[config.mk]
export PLATFORM = sky130hd
export DESIGN_NAME = usb_pd_controller_host_interface
export DESIGN_NICKNAME = d
export VERILOG_FILES = /design/src/sv/pdhi_pkg.sv /design/src/sv/usb_pd_controller_host_interface.sv
export SDC_FILE = /design/constraint.sdc
export NUM_CORES = 2
export LEC_CHECK = 0
export BUFFER_PORTS_ARGS = -buffer_cell sky130_fd_sc_hd__buf_4
export CORE_MARGIN = 1.5
export CORE_UTILIZATION = 45
export CTS_CLUSTER_SIZE = 8
export DETAILED_ROUTE_END_ITERATION = 16
export PLACE_DENSITY_LB_ADDON = 0.3
export SLEW_MARGIN = 10
export SYNTH_ARGS = -nofsm -noshare
export SYNTH_HDL_FRONTEND = slang
export SYNTH_SLANG_ARGS = --single-unit
[constraint.sdc]
create_clock -name clk -period 12.8 [get_ports clk]
set_input_delay 0.64 -clock clk [delete_from_list [all_inputs] [get_ports clk]]
set_output_delay 0.64 -clock clk [all_outputs]
set_load 0.02 [all_outputs]
[src/sv/pdhi_pkg.sv]
package pdhi_pkg;

  localparam int DATA_BYTES  = 64;
  localparam int EVENT_BYTES = 11;
  localparam int DATA_AW     = $clog2(DATA_BYTES);
  localparam int POS_W       = 7;
  localparam int CFG_W       = 16;

  localparam logic [POS_W-1:0] POS_MAX = 7'd127;

  typedef enum logic [3:0] {
    CMD_WRITE   = 4'd0,
    CMD_READ    = 4'd1,
    CMD_STOP    = 4'd2,
    CMD_BURST   = 4'd3,
    CMD_CHG_IN  = 4'd4,
    CMD_CHG_OUT = 4'd5,
    CMD_DEV_IN  = 4'd6,
    CMD_DEV_OUT = 4'd7,
    CMD_REINIT  = 4'd8
  } cmd_t;

  typedef enum logic [2:0] {
    CFG_STRICT_LEN = 3'd0,
    CFG_BOOT_APP   = 3'd1,
    CFG_CHG_MV     = 3'd2,
    CFG_CHG_MA     = 3'd3,
    CFG_SRC_MV     = 3'd4,
    CFG_SRC_MA     = 3'd5
  } cfg_idx_t;

  localparam logic [7:0] ADDR_MODE  = 8'h03;
  localparam logic [7:0] ADDR_CMD1  = 8'h08;
  localparam logic [7:0] ADDR_DATA1 = 8'h09;
  localparam logic [7:0] ADDR_IEV   = 8'h14;
  localparam logic [7:0] ADDR_IMSK  = 8'h16;
  localparam logic [7:0] ADDR_ICLR  = 8'h18;
  localparam logic [7:0] ADDR_PDO   = 8'h34;
  localparam logic [7:0] ADDR_RDO   = 8'h35;
  localparam logic [7:0] ADDR_PSTAT = 8'h3F;

  localparam logic [31:0] FCC_PTCH = 32'h48435450;
  localparam logic [31:0] FCC_APP  = 32'h20505041;
  localparam logic [31:0] FCC_FAIL = 32'h444D4321;
  localparam logic [31:0] FCC_PBMS = 32'h734D4250;
  localparam logic [31:0] FCC_PBMC = 32'h634D4250;
  localparam logic [31:0] FCC_PBME = 32'h654D4250;

  localparam logic [7:0] PSTAT_SINK   = 8'h03 | (8'h02 << 2);
  localparam logic [7:0] PSTAT_SOURCE = 8'h01;

  // Reciprocals: floor(x / 25) for x below 2^15, floor(x / 5) for x below 2^13.
  localparam logic [15:0] MV_RECIP = 16'd41944;
  localparam logic [13:0] MA_RECIP = 14'd13108;

  typedef struct packed {
    logic       mem_sel;
    logic       mem_ok;
    logic [7:0] rd_byte;
    logic       nack;
    logic       irq_n;
    logic       app_mode;
  } stage_t;

endpackage

[src/sv/usb_pd_controller_host_interface.sv]
// Channel   Direction  Handshake           Payload
// s_*       in         s_tvalid/s_tready   tuser: command; tdata: data_byte
// m_*       out        m_tvalid/m_tready   tdata: read_data, nack, irq_n, app_mode
// cfg_*     in         cfg_we              cfg_index, cfg_data
//
// One item is taken every cycle while s_tready is high; its result is registered
// first in the read stage, with the DATA1 memory read, then in the output register.
// Synchronous reset clears the control state and the DATA1 valid bits.
// s_tready falls only while both the read stage and the output register hold items.
module usb_pd_controller_host_interface (
  input  logic                     clk,
  input  logic                     rst,
  input  logic                     s_tvalid,
  output logic                     s_tready,
  input  logic [7:0]               s_tdata,   // [7:0] data_byte
  input  logic [3:0]               s_tuser,   // [3:0] command
  output logic                     m_tvalid,
  input  logic                     m_tready,
  output logic [15:0]              m_tdata,   // [7:0] read_data, [8] nack, [9] irq_n,
                                              // [10] app_mode, rest zero
  input  logic                     cfg_we,
  input  pdhi_pkg::cfg_idx_t       cfg_index,
  input  logic [pdhi_pkg::CFG_W-1:0] cfg_data
);
  import pdhi_pkg::*;

  logic        strict_len, boot_app_mode;
  logic [15:0] charger_mv, source_mv;
  logic [13:0] charger_ma, source_ma;

  logic             mode_is_app, mode_is_app_next;
  logic             cmd_failed, cmd_failed_next;
  logic [9:0]       mv_code, mv_code_next;
  logic [9:0]       rdo_current, rdo_current_next;
  logic [7:0]       power_status, power_status_next;
  logic [31:0]      patch_expected, patch_expected_next;
  logic [31:0]      patch_received, patch_received_next;
  logic             patch_active, patch_active_next;
  logic [7:0]       reg_pointer, reg_pointer_next;
  logic [POS_W-1:0] write_position, write_position_next;
  logic [7:0]       declared_length, declared_length_next;
  logic [31:0]      command_word, command_word_next;
  logic [POS_W-1:0] read_position, read_position_next;
  logic [31:0]      size_shadow, size_shadow_next;
  logic             ev_plug, ev_plug_next;
  logic             ev_sink, ev_sink_next;
  logic             ev_source, ev_source_next;
  logic             ev_pd, ev_pd_next;
  logic [DATA_BYTES-1:0] data_valid, data_valid_next;

  logic [7:0]         data_mem [DATA_BYTES];
  logic [7:0]         mem_rdata;
  logic               mem_we;
  logic [DATA_AW-1:0] mem_waddr;
  logic [DATA_AW-1:0] mem_raddr;
  logic               mem_re;

  stage_t s1, s1_next;
  logic   s1_valid;
  logic   out_ready, in_fire;

  cmd_t        cmd;
  logic [7:0]  in_byte;
  logic [1:0]  hdr;
  logic [POS_W-1:0] wp_inc, rp_inc, w_idx, r_idx, reg_len, stop_cnt;
  logic        pay_ok;
  logic        sink;
  logic [15:0] mv_sel;
  logic [13:0] ma_sel;
  logic [30:0] mv_prod;
  logic [26:0] ma_prod;
  logic [7:0]  reg_byte;
  logic [31:0] word_sel;

  assign cmd     = cmd_t'(s_tuser);
  assign in_byte = s_tdata;

  assign out_ready = !m_tvalid || m_tready;
  assign s_tready  = !s1_valid || out_ready;
  assign in_fire   = s_tvalid && s_tready;

  always_ff @(posedge clk) begin
    if (rst) begin
      strict_len    <= 1'b1;
      boot_app_mode <= 1'b0;
      charger_mv    <= 16'd5000;
      charger_ma    <= 14'd3000;
      source_mv     <= 16'd5000;
      source_ma     <= 14'd1500;
    end else if (cfg_we) begin
      case (cfg_index)
        CFG_STRICT_LEN: strict_len    <= cfg_data[0];
        CFG_BOOT_APP:   boot_app_mode <= cfg_data[0];
        CFG_CHG_MV:     charger_mv    <= cfg_data;
        CFG_CHG_MA:     charger_ma    <= cfg_data[13:0];
        CFG_SRC_MV:     source_mv     <= cfg_data;
        CFG_SRC_MA:     source_ma     <= cfg_data[13:0];
        default: ;
      endcase
    end
  end

  assign sink    = (cmd == CMD_CHG_IN);
  assign mv_sel  = sink ? charger_mv : source_mv;
  assign ma_sel  = sink ? charger_ma : source_ma;
  assign mv_prod = 31'(mv_sel[15:1]) * 31'(MV_RECIP);
  assign ma_prod = 27'(ma_sel[13:1]) * 27'(MA_RECIP);

  assign hdr    = strict_len ? 2'd2 : 2'd1;
  assign wp_inc = (write_position < POS_MAX) ? write_position + 7'd1 : write_position;
  assign rp_inc = (read_position < POS_MAX) ? read_position + 7'd1 : read_position;
  assign w_idx  = write_position - POS_W'(hdr);
  assign pay_ok = !(strict_len && ({1'b0, w_idx} >= declared_length));

  always_comb begin
    stop_cnt = (write_position > POS_W'(hdr)) ? write_position - POS_W'(hdr) : '0;
    if (strict_len && (declared_length < {1'b0, stop_cnt})) begin
      stop_cnt = declared_length[POS_W-1:0];
    end
  end

  always_comb begin
    case (reg_pointer)
      ADDR_MODE, ADDR_CMD1, ADDR_RDO:     reg_len = 7'd4;
      ADDR_DATA1:                         reg_len = POS_W'(DATA_BYTES);
      ADDR_IEV, ADDR_IMSK, ADDR_ICLR:     reg_len = POS_W'(EVENT_BYTES);
      ADDR_PDO:                           reg_len = 7'd6;
      ADDR_PSTAT:                         reg_len = 7'd2;
      default:                            reg_len = '0;
    endcase
  end

  assign r_idx     = strict_len ? read_position - 7'd1 : read_position;
  assign mem_raddr = r_idx[DATA_AW-1:0];

  always_comb begin
    case (reg_pointer)
      ADDR_MODE: word_sel = mode_is_app ? FCC_APP : FCC_PTCH;
      ADDR_CMD1: word_sel = cmd_failed ? FCC_FAIL : '0;
      ADDR_PDO:  word_sel = {12'd0, mv_code, rdo_current};
      ADDR_RDO:  word_sel = {12'd0, rdo_current, 10'd0};
      default:   word_sel = '0;
    endcase
    reg_byte = 8'd0;
    case (reg_pointer)
      ADDR_MODE, ADDR_CMD1, ADDR_PDO, ADDR_RDO: begin
        if (r_idx < 7'd4) reg_byte = word_sel[8*r_idx[1:0] +: 8];
      end
      ADDR_IEV: begin
        case (r_idx)
          7'd0:    reg_byte = {4'd0, ev_plug, 3'd0};
          7'd1:    reg_byte = {2'd0, ev_source, ev_sink, 4'd0};
          7'd3:    reg_byte = {7'd0, ev_pd};
          default: reg_byte = 8'd0;
        endcase
      end
      ADDR_PSTAT: reg_byte = (r_idx == 7'd0) ? power_status : 8'd0;
      default:    reg_byte = 8'd0;
    endcase
  end

  always_comb begin
    mode_is_app_next     = mode_is_app;
    cmd_failed_next      = cmd_failed;
    mv_code_next         = mv_code;
    rdo_current_next     = rdo_current;
    power_status_next    = power_status;
    patch_expected_next  = patch_expected;
    patch_received_next  = patch_received;
    patch_active_next    = patch_active;
    reg_pointer_next     = reg_pointer;
    write_position_next  = write_position;
    declared_length_next = declared_length;
    command_word_next    = command_word;
    read_position_next   = read_position;
    size_shadow_next     = size_shadow;
    ev_plug_next         = ev_plug;
    ev_sink_next         = ev_sink;
    ev_source_next       = ev_source;
    ev_pd_next           = ev_pd;
    data_valid_next      = data_valid;
    mem_we               = 1'b0;
    mem_waddr            = w_idx[DATA_AW-1:0];
    mem_re               = 1'b0;
    s1_next              = '0;

    if (in_fire) begin
      case (cmd)
        CMD_WRITE: begin
          write_position_next = wp_inc;
          if (write_position == '0) begin
            reg_pointer_next     = in_byte;
            declared_length_next = '0;
            command_word_next    = '0;
          end else if (strict_len && (write_position == 7'd1)) begin
            declared_length_next = in_byte;
          end else if (pay_ok) begin
            if (w_idx < 7'd4) begin
              command_word_next[8*w_idx[1:0] +: 8] =
                command_word[8*w_idx[1:0] +: 8] | in_byte;
            end
            if ((reg_pointer == ADDR_DATA1) && (w_idx < POS_W'(DATA_BYTES))) begin
              mem_we = 1'b1;
              data_valid_next[w_idx[DATA_AW-1:0]] = 1'b1;
              if (w_idx < 7'd4) size_shadow_next[8*w_idx[1:0] +: 8] = in_byte;
            end
            if (reg_pointer == ADDR_ICLR) begin
              case (w_idx)
                7'd0: ev_plug_next = ev_plug & ~in_byte[3];
                7'd1: begin
                  ev_sink_next   = ev_sink & ~in_byte[4];
                  ev_source_next = ev_source & ~in_byte[5];
                end
                7'd3: ev_pd_next = ev_pd & ~in_byte[0];
                default: ;
              endcase
            end
          end
        end
        CMD_READ: begin
          read_position_next = rp_inc;
          if (strict_len && (read_position == '0)) begin
            s1_next.rd_byte = {1'b0, reg_len};
          end else if (r_idx < reg_len) begin
            if (reg_pointer == ADDR_DATA1) begin
              mem_re         = 1'b1;
              s1_next.mem_sel = 1'b1;
              s1_next.mem_ok  = data_valid[mem_raddr];
            end else begin
              s1_next.rd_byte = reg_byte;
            end
          end
        end
        CMD_STOP: begin
          if ((reg_pointer == ADDR_CMD1) && (stop_cnt >= 7'd4)) begin
            if (command_word == FCC_PBMS) begin
              if (mode_is_app) begin
                cmd_failed_next = 1'b1;
              end else begin
                patch_expected_next = size_shadow;
                patch_received_next = '0;
                patch_active_next   = 1'b1;
                cmd_failed_next     = 1'b0;
              end
            end else if (command_word == FCC_PBMC) begin
              if (patch_active && (patch_received == patch_expected)) begin
                mode_is_app_next = 1'b1;
                cmd_failed_next  = 1'b0;
              end else begin
                cmd_failed_next = 1'b1;
              end
              patch_active_next = 1'b0;
            end else if (command_word == FCC_PBME) begin
              patch_active_next = 1'b0;
              cmd_failed_next   = 1'b0;
            end else begin
              cmd_failed_next = 1'b1;
            end
          end
          write_position_next  = '0;
          read_position_next   = '0;
          declared_length_next = '0;
          command_word_next    = '0;
        end
        CMD_BURST: begin
          if (patch_active) patch_received_next = patch_received + 32'd1;
          else s1_next.nack = 1'b1;
        end
        CMD_CHG_IN, CMD_DEV_IN: begin
          power_status_next = sink ? PSTAT_SINK : PSTAT_SOURCE;
          mv_code_next      = mv_prod[29:20];
          rdo_current_next  = ma_prod[25:16];
          ev_sink_next      = ev_sink | sink;
          ev_source_next    = ev_source | !sink;
          ev_plug_next      = 1'b1;
          ev_pd_next        = 1'b1;
        end
        CMD_CHG_OUT, CMD_DEV_OUT: begin
          power_status_next = '0;
          mv_code_next      = '0;
          rdo_current_next  = '0;
          ev_plug_next      = 1'b1;
          ev_pd_next        = 1'b1;
        end
        CMD_REINIT: begin
          mode_is_app_next     = boot_app_mode;
          cmd_failed_next      = 1'b0;
          mv_code_next         = '0;
          rdo_current_next     = '0;
          power_status_next    = '0;
          patch_expected_next  = '0;
          patch_received_next  = '0;
          patch_active_next    = 1'b0;
          reg_pointer_next     = '0;
          write_position_next  = '0;
          declared_length_next = '0;
          command_word_next    = '0;
          read_position_next   = '0;
          size_shadow_next     = '0;
          ev_plug_next         = 1'b0;
          ev_sink_next         = 1'b0;
          ev_source_next       = 1'b0;
          ev_pd_next           = 1'b0;
          data_valid_next      = '0;
        end
        default: ;
      endcase
      s1_next.irq_n    = !(ev_plug_next | ev_sink_next | ev_source_next | ev_pd_next);
      s1_next.app_mode = mode_is_app_next;
    end
  end

  always_ff @(posedge clk) begin
    if (rst) begin
      mode_is_app     <= 1'b0;
      cmd_failed      <= 1'b0;
      mv_code         <= '0;
      rdo_current     <= '0;
      power_status    <= '0;
      patch_expected  <= '0;
      patch_received  <= '0;
      patch_active    <= 1'b0;
      reg_pointer     <= '0;
      write_position  <= '0;
      declared_length <= '0;
      command_word    <= '0;
      read_position   <= '0;
      size_shadow     <= '0;
      ev_plug         <= 1'b0;
      ev_sink         <= 1'b0;
      ev_source       <= 1'b0;
      ev_pd           <= 1'b0;
      data_valid      <= '0;
    end else begin
      mode_is_app     <= mode_is_app_next;
      cmd_failed      <= cmd_failed_next;
      mv_code         <= mv_code_next;
      rdo_current     <= rdo_current_next;
      power_status    <= power_status_next;
      patch_expected  <= patch_expected_next;
      patch_received  <= patch_received_next;
      patch_active    <= patch_active_next;
      reg_pointer     <= reg_pointer_next;
      write_position  <= write_position_next;
      declared_length <= declared_length_next;
      command_word    <= command_word_next;
      read_position   <= read_position_next;
      size_shadow     <= size_shadow_next;
      ev_plug         <= ev_plug_next;
      ev_sink         <= ev_sink_next;
      ev_source       <= ev_source_next;
      ev_pd           <= ev_pd_next;
      data_valid      <= data_valid_next;
    end
  end

  always_ff @(posedge clk) begin
    if (mem_we) data_mem[mem_waddr] <= in_byte;
  end

  always_ff @(posedge clk) begin
    if (mem_re) mem_rdata <= data_mem[mem_raddr];
  end

  always_ff @(posedge clk) begin
    if (rst) begin
      s1_valid <= 1'b0;
      m_tvalid <= 1'b0;
    end else begin
      if (out_ready) m_tvalid <= s1_valid;
      if (in_fire) s1_valid <= 1'b1;
      else if (out_ready) s1_valid <= 1'b0;
    end
  end

  always_ff @(posedge clk) begin
    if (in_fire) s1 <= s1_next;
    if (out_ready && s1_valid) begin
      m_tdata[7:0]   <= s1.mem_sel ? (s1.mem_ok ? mem_rdata : 8'd0) : s1.rd_byte;
      m_tdata[8]     <= s1.nack;
      m_tdata[9]     <= s1.irq_n;
      m_tdata[10]    <= s1.app_mode;
      m_tdata[15:11] <= '0;
    end
  end

  a_stage_hold: assert property (@(posedge clk) disable iff (rst)
    s1_valid && !out_ready |=>
      s1_valid && $stable(s1) && (!(s1.mem_sel && s1.mem_ok) || $stable(mem_rdata)))
    else $error("read stage lost an item while the output was stalled");

  a_reinit_clears: assert property (@(posedge clk) disable iff (rst)
    in_fire && (cmd == CMD_REINIT) |=> (data_valid == '0) && !patch_active && !cmd_failed)
    else $error("reinit left state behind");

  a_nack_only_closed: assert property (@(posedge clk) disable iff (rst)
    in_fire && (cmd == CMD_BURST) && patch_active |=>
      !s1.nack && (patch_received == $past(patch_received) + 32'd1))
    else $error("burst byte mishandled while a patch is open");

endmodule
==> flow_metrics.env <==
export IMPL_clock_path_buffers=3
export IMPL_dr_first_iter_drc_count=2378
export IMPL_cts_sinks=855
export IMPL_antenna_left=0
export IMPL_ir_drop_v=0.000108
export IMPL_total_leakage_power_uw=0.0171
export IMPL_synthTopCellsByArea="edfxtp_1, dfxtp_1, mux4_2"
export IMPL_multiInputGateArea_sq_um=18300
export IMPL_grt_use_total_pct=21.6
export IMPL_synth_edff_count=544
export IMPL_clk_latency_ps=710
export IMPL_slew_violations=0
export IMPL_slew_headroom_pct=19.9
export IMPL_crit_buf_inv=6
export IMPL_fillers=7953
export IMPL_grt_pass1_vias=26700
export IMPL_synth_top_family_by_area="multiplexers"
export IMPL_rsz0062_at_grt="false"
export IMPL_place_gp_congestion=0.887
export IMPL_cts_repair_resized=0
export IMPL_finalWorstSetupSlack_ps=6080
export IMPL_total_power_uw=6820
export IMPL_cp_required_ps=13340
export IMPL_core_area_sq_um=93500
export IMPL_antenna_found_initial=3
export IMPL_die_area_sq_um=96300
export IMPL_die_w_um=310
export IMPL_synth_compound_area_share_pct=6.67
export IMPL_yosysWarnings=0
export IMPL_tightestPinTransition_ps=1200
export IMPL_slowest_delay_ps=960
export IMPL_hold_slack_ps=195
export IMPL_cts_tree="done"
export IMPL_wire_per_inst_um=22.0
export IMPL_cp_arrival_ps=7260
export IMPL_syn_area_sq_um=42500
export IMPL_firstDrtPassIters=6
export IMPL_routed_wl_um=102000
export IMPL_synth_flop_cell="edfxtp_1"
export IMPL_netlist_area_leader_share_pct=38.5
export IMPL_rrSetupSlack_ps=6430
export IMPL_grt_pass1_wl_um=159000
export IMPL_combPwrFrac_pct=15.4
export IMPL_rows=112
export IMPL_io_buffers=48
export IMPL_hold_class="input pin to flop"
export IMPL_period_share_pct=52.5
export IMPL_initial_core_util_pct=45.4
export IMPL_hold_buffers=0
export IMPL_period_minus_slack_ps=6720
export IMPL_drive_gt1_share_pct=13.3
export IMPL_final_core_utilization_pct=50.6
export IMPL_cp_common_cell="inv_1"
export IMPL_p_sw_share_pct=25.9
export IMPL_post_cts_repair_setup_buffers=0
export IMPL_cp_max_fo=31
export IMPL_netlist_instances=3319
export IMPL_cts_buffers=117
export IMPL_power_density_nw_per_um2=144
export IMPL_critPathKind="input pin to flop"
export IMPL_io_pins=54
export IMPL_synth_xor_area_share_pct=1.79
export IMPL_finClkSkew_ps=63.5
export IMPL_root_buffer="clkbuf_16"
export IMPL_synth_largest_area_cell="edfxtp_1"
export IMPL_clkPwrFrac_pct=41.0
export IMPL_power_internal_uw=5050
export IMPL_dp_slack_ps=5330
export IMPL_grt_overflow=0
export IMPL_path_clk_slew_ps=50
export IMPL_hpwl_um=67200
export IMPL_critical_path_top_delay_family="adder cells"
export IMPL_avgSynthCellArea_sq_um=12.8
export IMPL_synthAdderAreaFrac_pct=11.4
export IMPL_seq_area_frac_synth_pct=53.1
export IMPL_ys_types=81
export IMPL_fmax_mhz=149
export IMPL_start_kind="input pin"
export IMPL_drv_cap=0
export IMPL_fp_dieH_um=310
export IMPL_area_delta_synth_final_pct=11.4
export IMPL_p_switching_uw=1770
export IMPL_drcViolationCount=0
export IMPL_vias_per_cell=5.76
export IMPL_tns_ps=0
export IMPL_p_seq_share_pct=43.5
export IMPL_final_nets=3720
export IMPL_critPathCaptureType="flop"
export IMPL_synthMuxAreaShare_pct=13.1
export IMPL_yosys_area_share_simple_pct=9.94
export IMPL_ys_ff_latch=855
export IMPL_synthArstFlopShare_pct=0
export IMPL_grt_max_degree=87
export IMPL_h_tree_depth=3
export IMPL_seqCellArea_sq_um=22600
export IMPL_hold_viol_final=0
export IMPL_outcome="finished clean"
export IMPL_crit_path_top_delay_cell="mux2i_1"
export IMPL_finalSetupViolations=0
export IMPL_vias=26800
==> registers in the layout, indices dropped and copies added, names as in the netlist, 10 cells and up <==
name	count
size_shadow	32
source_mv	15
mv_code	10
s1	13
patch_received	32
charger_ma	13
data_mem	512
patch_expected	32
charger_mv	15
data_valid	64
rdo_current	10
command_word	32
source_ma	13
m_tdata	11
==> metal layers <==
metal,track usage (%),up-vias,wire (um)
li1,-,12300,-
met1,30.8,13500,45000
met2,34.6,854,48800
met3,3.00,143,6500
met4,5.99,4,2110
met5,0,-,30
==> through the flow <==
stage / area (sq um) / cells
4_1_cts: 47300 / 4652
3_5_place_dp: 44100 / 4496
5_1_grt: 47300 / 4653
2_1_floorplan: 42500 / 3323
3_3_place_gp: 44100 / 4496
6_report: 47300 / 4653
==> placed cells by master (no fill, tap or decap), types with 9 or more instances in the layout <==
| cell | n |
|---|---|
| a211oi_1 | 10 |
| a21oi_1 | 141 |
| a22o_1 | 15 |
| a22oi_1 | 10 |
| a32o_1 | 73 |
| and2_1 | 12 |
| and3_1 | 15 |
| buf_4 | 78 |
| clkbuf_1 | 29 |
| clkbuf_16 | 117 |
| dfxtp_1 | 311 |
| edfxtp_1 | 544 |
| fa_1 | 108 |
| ha_1 | 215 |
| inv_1 | 267 |
| mux2_2 | 13 |
| mux2i_1 | 100 |
| mux4_2 | 194 |
| nand2_1 | 367 |
| nand2b_1 | 12 |
| nand3_1 | 132 |
| nand4_1 | 32 |
| nor2_1 | 184 |
| nor2b_1 | 15 |
| nor3_1 | 40 |
| nor4_1 | 16 |
| o211ai_1 | 9 |
| o21ai_0 | 45 |
| o31ai_1 | 13 |
| or3_1 | 25 |
| or4_1 | 14 |
| xnor2_1 | 54 |
| xor2_1 | 28 |
==> worst min-delay path, stage by stage <==
cell     delay (ps)
buf_4            90
a21oi_1          30
nor2_1           70
==> power by group through the flow <==
stage / registers [uW] / clock network [uW] / logic [uW]
after CTS: 2970 / 2830 / 1070
final: 2970 / 2800 / 1050
after detailed placement: 3020 / 0 / 1060
after global placement: 3020 / 0 / 1040
after global routing: 2970 / 2950 / 1200
after floorplan: 3010 / 0 / 757
==> layout make-up <==
cell class	count	area share, %
diodes	1	0.00529
clock buffers	148	6.47
clock inverters	8	0.367
inverters	270	2.15
multi-input cells	2039	38.8
flip-flops and latches	855	47.7
well taps	1254	3.32
repair buffers	78	1.24
==> cells by family (layout without fill, tap and decap cells) <==
| kind of cell | after synthesis | after routing |
|---|---|---|
| adder cells (fa/ha/maj) | 323 | 323 |
| AND/OR/NAND/NOR | 914 | 914 |
| flip-flops | 855 | 855 |
| buffers and inverters | 429 | 504 |
| AO/OA/AOI/OAI | 402 | 402 |
| other | 1 | 6 |
| multiplexers | 309 | 309 |
| XOR/XNOR | 86 | 86 |
==> cell usage after synthesis (23+ instances only) <==
master    count
a32o_1       73
mux4_2      194
buf_2        25
nor3_1       41
ha_1        215
inv_1       267
fa_1        108
edfxtp_1    544
xnor2_1      55
or3_1        25
buf_1        23
nand2_1     368
o21ai_0      45
dfxtp_1     311
nand4_1      32
nand3_1     132
clkbuf_1    102
nor2_1      185
a21oi_1     141
mux2i_1     100
xor2_1       30
==> final timing paths <==
path / startpoint / to / cells past startpoint
max: s_tuser[3] / mv_code[8] / 25
min: s_tvalid / s1_valid / 3
max reg2reg: strict_len / data_mem[17][0] / 12
min reg2reg: source_mv[10] / source_mv[10] / 2
Note: power is estimated with default switching activity, not from simulation.
